--- src/hw/rtl/hpe_pkg.sv ---
// Package for the holographic pixel effect: stage structs, constants and
// the noise curve function. No dependencies.
package hpe_pkg;

  localparam int unsigned NoiseDiv  = 40000;
  localparam logic [6:0]  BandMask  = 7'h7f;
  localparam logic [6:0]  BandLimit = 7'h58;
  localparam logic [6:0]  PhaseStep = 7'd37;
  localparam logic signed [11:0] LumaBias    = 12'sd100;
  localparam logic signed [11:0] FloorBright = 12'sd20;
  localparam logic signed [11:0] FloorDark   = 12'sd0;
  localparam logic [11:0] OffsDark = 12'd10;
  localparam logic [11:0] OffsBlue = 12'd40;
  localparam logic [11:0] SatMax   = 12'd255;

  typedef struct packed {
    logic        valid;
    logic        moving;
    logic        bright;
    logic [7:0]  sr;
    logic [7:0]  sg;
    logic [7:0]  sb;
    logic [15:0] bg_red;
    logic [15:0] bg_green;
    logic [15:0] bg_blue;
    logic [8:0]  noise;
  } hpe_s1_t;

  typedef struct packed {
    logic        valid;
    logic        moving;
    logic        bright;
    logic [10:0] r_fl;
    logic [10:0] g_fl;
    logic [10:0] b_fl;
    logic [15:0] bg_red;
    logic [15:0] bg_green;
    logic [15:0] bg_blue;
  } hpe_s2_t;

  typedef struct packed {
    logic        valid;
    logic [15:0] red;
    logic [15:0] green;
    logic [15:0] blue;
  } hpe_res_t;

  // noise curve: ((i^3 / 40000) * i / 256), 9 bits
  function automatic logic [8:0] noise_entry(input int unsigned i);
    int unsigned c;
    c = ((i * i * i) / NoiseDiv) * i / 256;
    return c[8:0];
  endfunction

endpackage

--- src/hw/rtl/hpe_in_if.sv ---
// Pixel input channel: valid/ready handshake with source, background and
// control payload. Depends on nothing.
interface hpe_in_if #(
  parameter int ROW_BITS = 12
);
  logic                valid;
  logic                ready;
  logic [15:0]         src_red;
  logic [15:0]         src_green;
  logic [15:0]         src_blue;
  logic [15:0]         bg_red;
  logic [15:0]         bg_green;
  logic [15:0]         bg_blue;
  logic                moving;
  logic [ROW_BITS-1:0] row;
  logic [7:0]          noise_byte;
  logic                frame_end;

  modport source (
    output valid, src_red, src_green, src_blue, bg_red, bg_green, bg_blue,
           moving, row, noise_byte, frame_end,
    input  ready
  );
  modport sink (
    input  valid, src_red, src_green, src_blue, bg_red, bg_green, bg_blue,
           moving, row, noise_byte, frame_end,
    output ready
  );
endinterface

--- src/hw/rtl/hpe_out_if.sv ---
// Pixel result channel: valid/ready handshake with the 16-bit RGB result.
// Depends on nothing.
interface hpe_out_if;
  logic        valid;
  logic        ready;
  logic [15:0] out_red;
  logic [15:0] out_green;
  logic [15:0] out_blue;

  modport source (output valid, out_red, out_green, out_blue, input ready);
  modport sink   (input valid, out_red, out_green, out_blue, output ready);
endinterface

--- src/hw/rtl/hpe_front.sv ---
// Stage 1: band select from row and phase, noise ROM lookup, input register.
// Holds the band phase. Uses hpe_pkg and hpe_in_if.
module hpe_front #(
  parameter int ROW_BITS = 12
) (
  input  logic            clk,
  input  logic            rst_n,
  input  logic            en,
  hpe_in_if.sink          in_ch,
  output hpe_pkg::hpe_s1_t s1_r
);
  import hpe_pkg::*;

  logic [8:0]          noise_rom [256];
  logic [ROW_BITS+6:0] row_ext;
  logic [6:0]          band_pos;
  logic [6:0]          phase_r;
  logic [6:0]          phase_nxt;
  logic                take;
  hpe_s1_t             s1_nxt;

  for (genvar i = 0; i < 256; i++) begin : g_rom
    assign noise_rom[i] = noise_entry(i);
  end

  assign take     = in_ch.valid && en;
  assign row_ext  = {7'b0, in_ch.row};
  assign band_pos = (row_ext[6:0] + phase_r) & BandMask;

  always_comb begin
    phase_nxt = phase_r;
    if (take && in_ch.frame_end) begin
      phase_nxt = phase_r - PhaseStep;
    end
  end

  always_comb begin
    s1_nxt.valid    = in_ch.valid;
    s1_nxt.moving   = in_ch.moving;
    s1_nxt.bright   = band_pos < BandLimit;
    s1_nxt.sr       = in_ch.src_red[15:8];
    s1_nxt.sg       = in_ch.src_green[15:8];
    s1_nxt.sb       = in_ch.src_blue[15:8];
    s1_nxt.bg_red   = in_ch.bg_red;
    s1_nxt.bg_green = in_ch.bg_green;
    s1_nxt.bg_blue  = in_ch.bg_blue;
    s1_nxt.noise    = noise_rom[in_ch.noise_byte];
  end

  always_ff @(posedge clk) begin
    if (!rst_n) begin
      phase_r    <= '0;
      s1_r.valid <= 1'b0;
    end else begin
      phase_r <= phase_nxt;
      if (en) begin
        s1_r.valid <= s1_nxt.valid;
      end
    end
    if (en) begin
      s1_r.moving   <= s1_nxt.moving;
      s1_r.bright   <= s1_nxt.bright;
      s1_r.sr       <= s1_nxt.sr;
      s1_r.sg       <= s1_nxt.sg;
      s1_r.sb       <= s1_nxt.sb;
      s1_r.bg_red   <= s1_nxt.bg_red;
      s1_r.bg_green <= s1_nxt.bg_green;
      s1_r.bg_blue  <= s1_nxt.bg_blue;
      s1_r.noise    <= s1_nxt.noise;
    end
  end
endmodule

--- src/hw/rtl/hpe_mix.sv ---
// Stage 2: luma-like sum with noise, per-channel scale, bias and floor
// for red and green. Uses hpe_pkg.
module hpe_mix (
  input  logic             clk,
  input  logic             rst_n,
  input  logic             en,
  input  hpe_pkg::hpe_s1_t s1,
  output hpe_pkg::hpe_s2_t s2_r
);
  import hpe_pkg::*;

  logic [10:0]        g_mul;
  logic [10:0]        t;
  logic [7:0]         r_add;
  logic [11:0]        r_sum, g_sum, b_sum;
  logic signed [11:0] r_pre, g_pre, lim;
  logic signed [11:0] r_cl, g_cl;
  hpe_s2_t            s2_nxt;

  always_comb begin
    g_mul = s1.bright ? {2'b0, s1.sg, 1'b0} : {1'b0, s1.sg, 2'b0};
    t     = 11'(s1.sr) + 11'(s1.sb) + g_mul + 11'(s1.noise);
    r_add = s1.bright ? {1'b0, s1.sr[7:1]} : s1.sr;
    r_sum = 12'(t) + 12'(r_add);
    g_sum = 12'(t) + 12'(s1.sg);
    b_sum = 12'(t) + 12'(s1.sb);
    r_pre = $signed({1'b0, r_sum[11:1]}) - LumaBias;
    g_pre = $signed({1'b0, g_sum[11:1]}) - LumaBias;
    lim   = s1.bright ? FloorBright : FloorDark;
    r_cl  = (r_pre < lim) ? lim : r_pre;
    g_cl  = (g_pre < lim) ? lim : g_pre;

    s2_nxt.valid    = s1.valid;
    s2_nxt.moving   = s1.moving;
    s2_nxt.bright   = s1.bright;
    s2_nxt.r_fl     = r_cl[10:0];
    s2_nxt.g_fl     = g_cl[10:0];
    s2_nxt.b_fl     = {1'b0, b_sum[11:2]};
    s2_nxt.bg_red   = s1.bg_red;
    s2_nxt.bg_green = s1.bg_green;
    s2_nxt.bg_blue  = s1.bg_blue;
  end

  always_ff @(posedge clk) begin
    if (!rst_n) begin
      s2_r.valid <= 1'b0;
    end else if (en) begin
      s2_r.valid <= s2_nxt.valid;
    end
    if (en) begin
      s2_r.moving   <= s2_nxt.moving;
      s2_r.bright   <= s2_nxt.bright;
      s2_r.r_fl     <= s2_nxt.r_fl;
      s2_r.g_fl     <= s2_nxt.g_fl;
      s2_r.b_fl     <= s2_nxt.b_fl;
      s2_r.bg_red   <= s2_nxt.bg_red;
      s2_r.bg_green <= s2_nxt.bg_green;
      s2_r.bg_blue  <= s2_nxt.bg_blue;
    end
  end
endmodule

--- src/hw/rtl/hpe_blend.sv ---
// Stage 3: background blend, offset, saturation, byte replication and the
// output register. Uses hpe_pkg.
module hpe_blend (
  input  logic             clk,
  input  logic             rst_n,
  input  logic             en,
  input  hpe_pkg::hpe_s2_t s2,
  output hpe_pkg::hpe_res_t res_r
);
  import hpe_pkg::*;

  logic [11:0] r_sum, g_sum, b_sum, offs;
  logic [7:0]  r8, g8, b8;
  hpe_res_t    res_nxt;

  always_comb begin
    offs  = s2.bright ? 12'd0 : OffsDark;
    r_sum = 12'(s2.r_fl) + 12'(s2.bg_red[15:9]) + offs;
    g_sum = 12'(s2.g_fl) + 12'(s2.bg_green[15:9]) + offs;
    b_sum = 12'(s2.b_fl) + 12'(s2.bg_blue[15:9]) + OffsBlue;
    r8    = (r_sum > SatMax) ? SatMax[7:0] : r_sum[7:0];
    g8    = (g_sum > SatMax) ? SatMax[7:0] : g_sum[7:0];
    b8    = (b_sum > SatMax) ? SatMax[7:0] : b_sum[7:0];

    res_nxt.valid = s2.valid;
    res_nxt.red   = s2.moving ? {r8, r8} : s2.bg_red;
    res_nxt.green = s2.moving ? {g8, g8} : s2.bg_green;
    res_nxt.blue  = s2.moving ? {b8, b8} : s2.bg_blue;
  end

  always_ff @(posedge clk) begin
    if (!rst_n) begin
      res_r.valid <= 1'b0;
    end else if (en) begin
      res_r.valid <= res_nxt.valid;
    end
    if (en) begin
      res_r.red   <= res_nxt.red;
      res_r.green <= res_nxt.green;
      res_r.blue  <= res_nxt.blue;
    end
  end
endmodule

--- src/hw/rtl/holographic_pixel_effect_top.sv ---
// Holographic pixel effect, top level: three-stage pixel pipeline.
// Uses hpe_pkg, hpe_in_if, hpe_out_if, hpe_front, hpe_mix, hpe_blend.
//
// Usage:
//   in_ch  - one pixel per transfer: source and background RGB (16 bit),
//            moving flag, row, noise index and frame-end flag.
//   out_ch - one RGB result per input pixel, in input order.
//   Moving pixels get the banded hologram tint; still pixels pass the
//   background through. A frame-end pixel steps the band phase down by 37
//   for the pixels that follow it.
//   Pipeline: three register stages, s1 (hpe_front), s2 (hpe_mix) and
//   res (hpe_blend); res drives out_ch directly.
//   Throughput: one pixel per cycle when not stalled; stages move together.
//   Stall: when a result waits and out_ch.ready is low, the whole pipe
//   holds, bubbles included, and in_ch.ready drops; nothing is lost or
//   repeated.
//   Reset: band phase returns to 0, all stage valids clear and in_ch.ready
//   stays low; the noise curve is a constant table and needs no set-up.
module holographic_pixel_effect_top #(
  parameter int ROW_BITS = 12
) (
  input  logic       clk,
  input  logic       rst_n,
  hpe_in_if.sink     in_ch,
  hpe_out_if.source  out_ch
);
  import hpe_pkg::*;

  logic     en;
  hpe_s1_t  s1;
  hpe_s2_t  s2;
  hpe_res_t res;

  assign en          = !res.valid || out_ch.ready;
  assign in_ch.ready = en && rst_n;

  hpe_front #(.ROW_BITS(ROW_BITS)) u_front (
    .clk   (clk),
    .rst_n (rst_n),
    .en    (en),
    .in_ch (in_ch),
    .s1_r  (s1)
  );

  hpe_mix u_mix (
    .clk   (clk),
    .rst_n (rst_n),
    .en    (en),
    .s1    (s1),
    .s2_r  (s2)
  );

  hpe_blend u_blend (
    .clk   (clk),
    .rst_n (rst_n),
    .en    (en),
    .s2    (s2),
    .res_r (res)
  );

  assign out_ch.valid     = res.valid;
  assign out_ch.out_red   = res.red;
  assign out_ch.out_green = res.green;
  assign out_ch.out_blue  = res.blue;

  a_stall_holds_mid: assert property (@(posedge clk) disable iff (!rst_n)
    (out_ch.valid && !out_ch.ready) |=> $stable(s2))
    else $error("stage 2 moved during output stall");

  a_ready_low_only_when_full: assert property (@(posedge clk) disable iff (!rst_n)
    !in_ch.ready |-> out_ch.valid)
    else $error("input refused with empty output");

  a_mid_reaches_out: assert property (@(posedge clk) disable iff (!rst_n)
    (s2.valid && en) |=> out_ch.valid)
    else $error("stage 2 item lost on the way out");
endmodule

--- src/flat_wrapper.sv ---
// flat-port wrapper written by rule: the top's interface ports become plain ports
module holographic_pixel_effect_top_flat import hpe_pkg::*;
#(
  parameter int ROW_BITS = 12
)
  (clk, rst_n, in_ch_valid, in_ch_src_red, in_ch_src_green, in_ch_src_blue, in_ch_bg_red, in_ch_bg_green, in_ch_bg_blue, in_ch_moving, in_ch_row, in_ch_noise_byte, in_ch_frame_end, in_ch_ready, out_ch_valid, out_ch_out_red, out_ch_out_green, out_ch_out_blue, out_ch_ready);
  hpe_in_if #(.ROW_BITS(ROW_BITS)) in_ch_i ();
  hpe_out_if out_ch_i ();
  input  logic clk;
  input  logic rst_n;
  input wire logic [$bits(in_ch_i.valid)-1:0] in_ch_valid;
  input wire logic [$bits(in_ch_i.src_red)-1:0] in_ch_src_red;
  input wire logic [$bits(in_ch_i.src_green)-1:0] in_ch_src_green;
  input wire logic [$bits(in_ch_i.src_blue)-1:0] in_ch_src_blue;
  input wire logic [$bits(in_ch_i.bg_red)-1:0] in_ch_bg_red;
  input wire logic [$bits(in_ch_i.bg_green)-1:0] in_ch_bg_green;
  input wire logic [$bits(in_ch_i.bg_blue)-1:0] in_ch_bg_blue;
  input wire logic [$bits(in_ch_i.moving)-1:0] in_ch_moving;
  input wire logic [$bits(in_ch_i.row)-1:0] in_ch_row;
  input wire logic [$bits(in_ch_i.noise_byte)-1:0] in_ch_noise_byte;
  input wire logic [$bits(in_ch_i.frame_end)-1:0] in_ch_frame_end;
  output wire logic [$bits(in_ch_i.ready)-1:0] in_ch_ready;
  output wire logic [$bits(out_ch_i.valid)-1:0] out_ch_valid;
  output wire logic [$bits(out_ch_i.out_red)-1:0] out_ch_out_red;
  output wire logic [$bits(out_ch_i.out_green)-1:0] out_ch_out_green;
  output wire logic [$bits(out_ch_i.out_blue)-1:0] out_ch_out_blue;
  input wire logic [$bits(out_ch_i.ready)-1:0] out_ch_ready;
  assign in_ch_i.valid = in_ch_valid;
  assign in_ch_i.src_red = in_ch_src_red;
  assign in_ch_i.src_green = in_ch_src_green;
  assign in_ch_i.src_blue = in_ch_src_blue;
  assign in_ch_i.bg_red = in_ch_bg_red;
  assign in_ch_i.bg_green = in_ch_bg_green;
  assign in_ch_i.bg_blue = in_ch_bg_blue;
  assign in_ch_i.moving = in_ch_moving;
  assign in_ch_i.row = in_ch_row;
  assign in_ch_i.noise_byte = in_ch_noise_byte;
  assign in_ch_i.frame_end = in_ch_frame_end;
  assign in_ch_ready = in_ch_i.ready;
  assign out_ch_valid = out_ch_i.valid;
  assign out_ch_out_red = out_ch_i.out_red;
  assign out_ch_out_green = out_ch_i.out_green;
  assign out_ch_out_blue = out_ch_i.out_blue;
  assign out_ch_i.ready = out_ch_ready;
  holographic_pixel_effect_top #(.ROW_BITS(ROW_BITS)) u_core (.clk(clk), .rst_n(rst_n), .in_ch(in_ch_i), .out_ch(out_ch_i));
endmodule
--- config.mk ---
export PLATFORM = sky130hd
export DESIGN_NAME = holographic_pixel_effect_top_flat
export DESIGN_NICKNAME = d
export VERILOG_FILES = /design/src/hw/rtl/hpe_pkg.sv /design/src/hw/rtl/hpe_in_if.sv /design/src/hw/rtl/hpe_out_if.sv /design/src/hw/rtl/hpe_front.sv /design/src/hw/rtl/hpe_mix.sv /design/src/hw/rtl/hpe_blend.sv /design/src/hw/rtl/holographic_pixel_effect_top.sv /design/src/flat_wrapper.sv
export SDC_FILE = /design/constraint.sdc
export NUM_CORES = 1
export LEC_CHECK = 0
export ABC_AREA = 0
export BUFFER_PORTS_ARGS = -buffer_cell sky130_fd_sc_hd__buf_2
export CAP_MARGIN = 20
export CORE_MARGIN = 2
export CORE_UTILIZATION = 32
export DETAILED_ROUTE_END_ITERATION = 10
export SLEW_MARGIN = 5
export SYNTH_ARGS = -nofsm -noshare
export SYNTH_HDL_FRONTEND = slang
export SYNTH_SLANG_ARGS = --single-unit
--- constraint.sdc ---
create_clock -name clk -period 20.9 [get_ports clk]
set_input_delay 1.045 -clock clk [delete_from_list [all_inputs] [get_ports clk]]
set_output_delay 1.045 -clock clk [all_outputs]
set_load 0.05 [all_outputs]
==> impl_results.md <==
* Setup violators final at 0
* CP most frequent cell: fa_1
* Slowest cell on crit path: fa_1
* Synth-to-Final Area Change at 16.8%
* Full die area at 42100 um^2
* Fraction of the mapped netlist area in compound gates at 13.5%
* CTS Buf Count at 26
* Root Driver: clkbuf_16
* Netlist cell types at 73
* Clock tree buffer depth at 3
* Worst path max stage delay at 0.44 ns
* Most common cell after layout, fill and taps aside: edfxtp_1
* CTS tree: built
* Vias in the first global route at 8924
* Htree depth at 1
* Post-Synth Adder-Cell Area at 13.1%
* CP Capture Type: flip-flop
* CTS resizes at 0
* Final wirelength at 28.5 mm
* Critical Path Sink: u_core.u_mix.s2_r[74]
* DR DRC count at 0
* Worst r2r dst: u_core.u_mix.s2_r[74]
* Ys flop type: edfxtp_1
* CP max FO at 28
* Proportion of layout cells with a drive suffix above 1 at 16.2%
* RD Place Congestion at 0.868
* Maximum achievable frequency at 0.156 GHz
* Remaining Overflow, GRT at 0
* Final Non-Filler Cells at 1838
* Post-synthesis cell area at 13000 um^2
* Reg area at 6600 um^2
* Worst path depth at 19
* Reg2Reg Setup Slack at 14.50 ns
* XOR/XNOR Fraction of Synth Area at 4.71%
* Post-CTS setup buffers at 0
* Fillers at 3928
* HPWL after DPL at 20.5 mm
* Post-synthesis register bit count at 223
* Async set-reset flop share out of synthesis at 0%
* First-pass GRT wire length at 45.7 mm
* Total negative slack at 0 ns
* Critical path arrival at 6.69 ns
* Nets at 1537
* DIE WIDTH at 205 um
* Area of the multi-input gates at 5820 um^2
* Via/cell ratio at 4.87
* Starting DRC count in detailed routing at 642
* R2r startpoint: u_core.u_front.s1_r[81]
* Max-slew headroom at 32.6%
* Status: completed
* Clk slew on worst S/H paths at 0.06 ns
* # hold bufs at CTS at 0
* Cells on worst reg2reg path at 19
* Setup crit start: u_core.u_front.s1_r[81]
* Slew @ Worst Pin at 1.00 ns
* Avg WL per Cell at 15.5 um
* Crit share post-route at 30.6%
* Die H at 205 um
* Via count at 8953
* Delay-heaviest family, CP: compound AO/OA/AOI/OAI gates
* Std-Cell Rows at 73
* Worst setup path class: reg2reg
* Yosys warns at 0
* Boundary Pins at 172
* Initial antenna violation count at 0
* Final-report hold violation count at 0
* Clock latency at the later pin of the worst-skew pair at 0.54 ns
* Critical path required time at 21.19 ns
* Layout Utilization at 38.0%
* Crit-path cells: buf_4, mux2i_1, fa_1, inv_1, fa_1, ha_1, fa_1, a211o_1, a21oi_1, ha_1, a2111oi_0, o21ai_0, o22a_1, xor2_1, and3_1, nand4_1, a211o_1, o21ai_4, mux2_4
* Core ar. at 39800 um^2
* CTS sink cnt at 223
* Mapped Nets at 1401
* Initial Utilization at 32.5%
* Total routing usage reported by global routing at 13.4%
* Largest family of logic cells by synthesized area: compound AO/OA/AOI/OAI gates
* Largest net degree at the start of global routing at 77
* Fin. max-slew vios at 0
* Buffers on Ports at 142
* Worst clock skew at 0.0237 ns
* Commonest cells after routing, fill and taps aside: edfxtp_1, buf_2, nor2_1
* Synth Instances at 1158
* Avg Inst Size Synth at 11.2 um^2
* Hold Crit Class: reg2reg
* Max-Cap Viols at 0
* Placed cell count at 1790
* DR pass1 iterations at 5
* Worst path bufs/invs at 2
* Post-synth EDFFs at 213
* Fin crit period at 6.40 ns
* RSZ-0062 raised after global routing: false
* Mux contribution to synthesized area at 2.27%
* Synth Area in Simple Gates at 11.2%
* Crit start category: flip-flop
* Sequential fraction of the synthesis area at 50.9%
* Routed Antenna Nets at 0
[worst reg2reg max path: stages (launching register included)]
cell	delay (ns)
edfxtp_1	0.32
buf_4	0.31
mux2i_1	0.30
fa_1	0.44
inv_1	0.09
fa_1	0.42
ha_1	0.25
fa_1	0.44
a211o_1	0.38
a21oi_1	0.40
ha_1	0.35
a2111oi_0	0.38
o21ai_0	0.15
o22a_1	0.29
xor2_1	0.31
and3_1	0.37
nand4_1	0.13
a211o_1	0.31
o21ai_4	0.20
mux2_4	0.33
[metal layers]
layer,GRT usage [%],routed length (um),up-vias
met5,0,0,-
met4,3.60,567,0
met3,2.15,1540,45
met2,22.4,13300,218
met1,18.1,13100,4247
li1,-,-,4443
[through the flow]
| stage | hold slack, ns | cell area (um^2) | setup slack (ns) |
|---|---|---|---|
| floorplan | 0.400 | 13000 | 11.75 |
| global placement | 0.401 | 14200 | 14.60 |
| detailed placement | 0.406 | 14200 | 14.49 |
| CTS | 0.414 | 15100 | 14.48 |
| global route | 0.417 | 15100 | 13.99 |
| finish | 0.414 | 15100 | 14.50 |
[cell usage after synthesis (all sizes together), types with 8 or more instances]
cell	count	area (um^2)
edfxtp	213	6400
nor2	139	522
inv	103	387
ha	96	1200
a21oi	72	360
o21ai	65	337
nand2	58	218
xnor2	46	418
clkbuf	32	120
nand3	27	135
fa	25	500
xor2	22	193
nor2b	19	119
nor3	17	96.4
o211ai	15	113
mux2i	14	140
and2	13	83.8
o22a	13	114
nand2b	12	75.1
o21a	12	90.1
o21bai	12	90.1
dfxtp	10	200
a21o	8	60.1
buf	8	48.8
[cells by family (layout without fill, tap and decap cells)]
logic type                 count (synthesis)  in the layout
other                                      0              1
xor gates and xnor gates                  68             68
muxes                                     24             24
AOI/OAI and AO/OA                        265            265
and+or+nand+nor                          314            314
DFF                                      223            223
adders and majority gates                121            121
buffers and inverters                    143            297
[worst min-delay path by stage]
stage | end | start | cells after the start
floorplan | u_core.u_mix.s2_r[0] | u_core.u_front.s1_r[9] | 0
global placement | u_core.u_mix.s2_r[8] | u_core.u_front.s1_r[17] | 0
detailed placement | u_core.u_mix.s2_r[34] | u_core.u_front.s1_r[43] | 0
CTS | u_core.u_mix.s2_r[34] | u_core.u_front.s1_r[43] | 0
global route | u_core.u_mix.s2_r[8] | u_core.u_front.s1_r[17] | 0
finish | u_core.u_mix.s2_r[8] | u_core.u_front.s1_r[17] | 0
[flip-flops by register name, indices dropped and copies added (netlist names)]
name                    cells
u_core.u_front.s1_r        84
u_core.u_mix.s2_r          83
u_core.u_blend.res_r       49
u_core.u_front.phase_r      7
[cell type report]
type | instances | area share (%)
clock inverters | 16 | 1.59
flip-flops and latches | 223 | 43.6
diodes | 1 | 0.0165
clock buffers | 30 | 4.54
multi-input cells | 792 | 38.4
repair buffers | 148 | 4.99
well taps | 525 | 4.34
inverters | 103 | 2.55
Power is left out: the tool's default activity adds up to more than one toggle a clock period on the data nets, which glitch-free logic cannot reach.
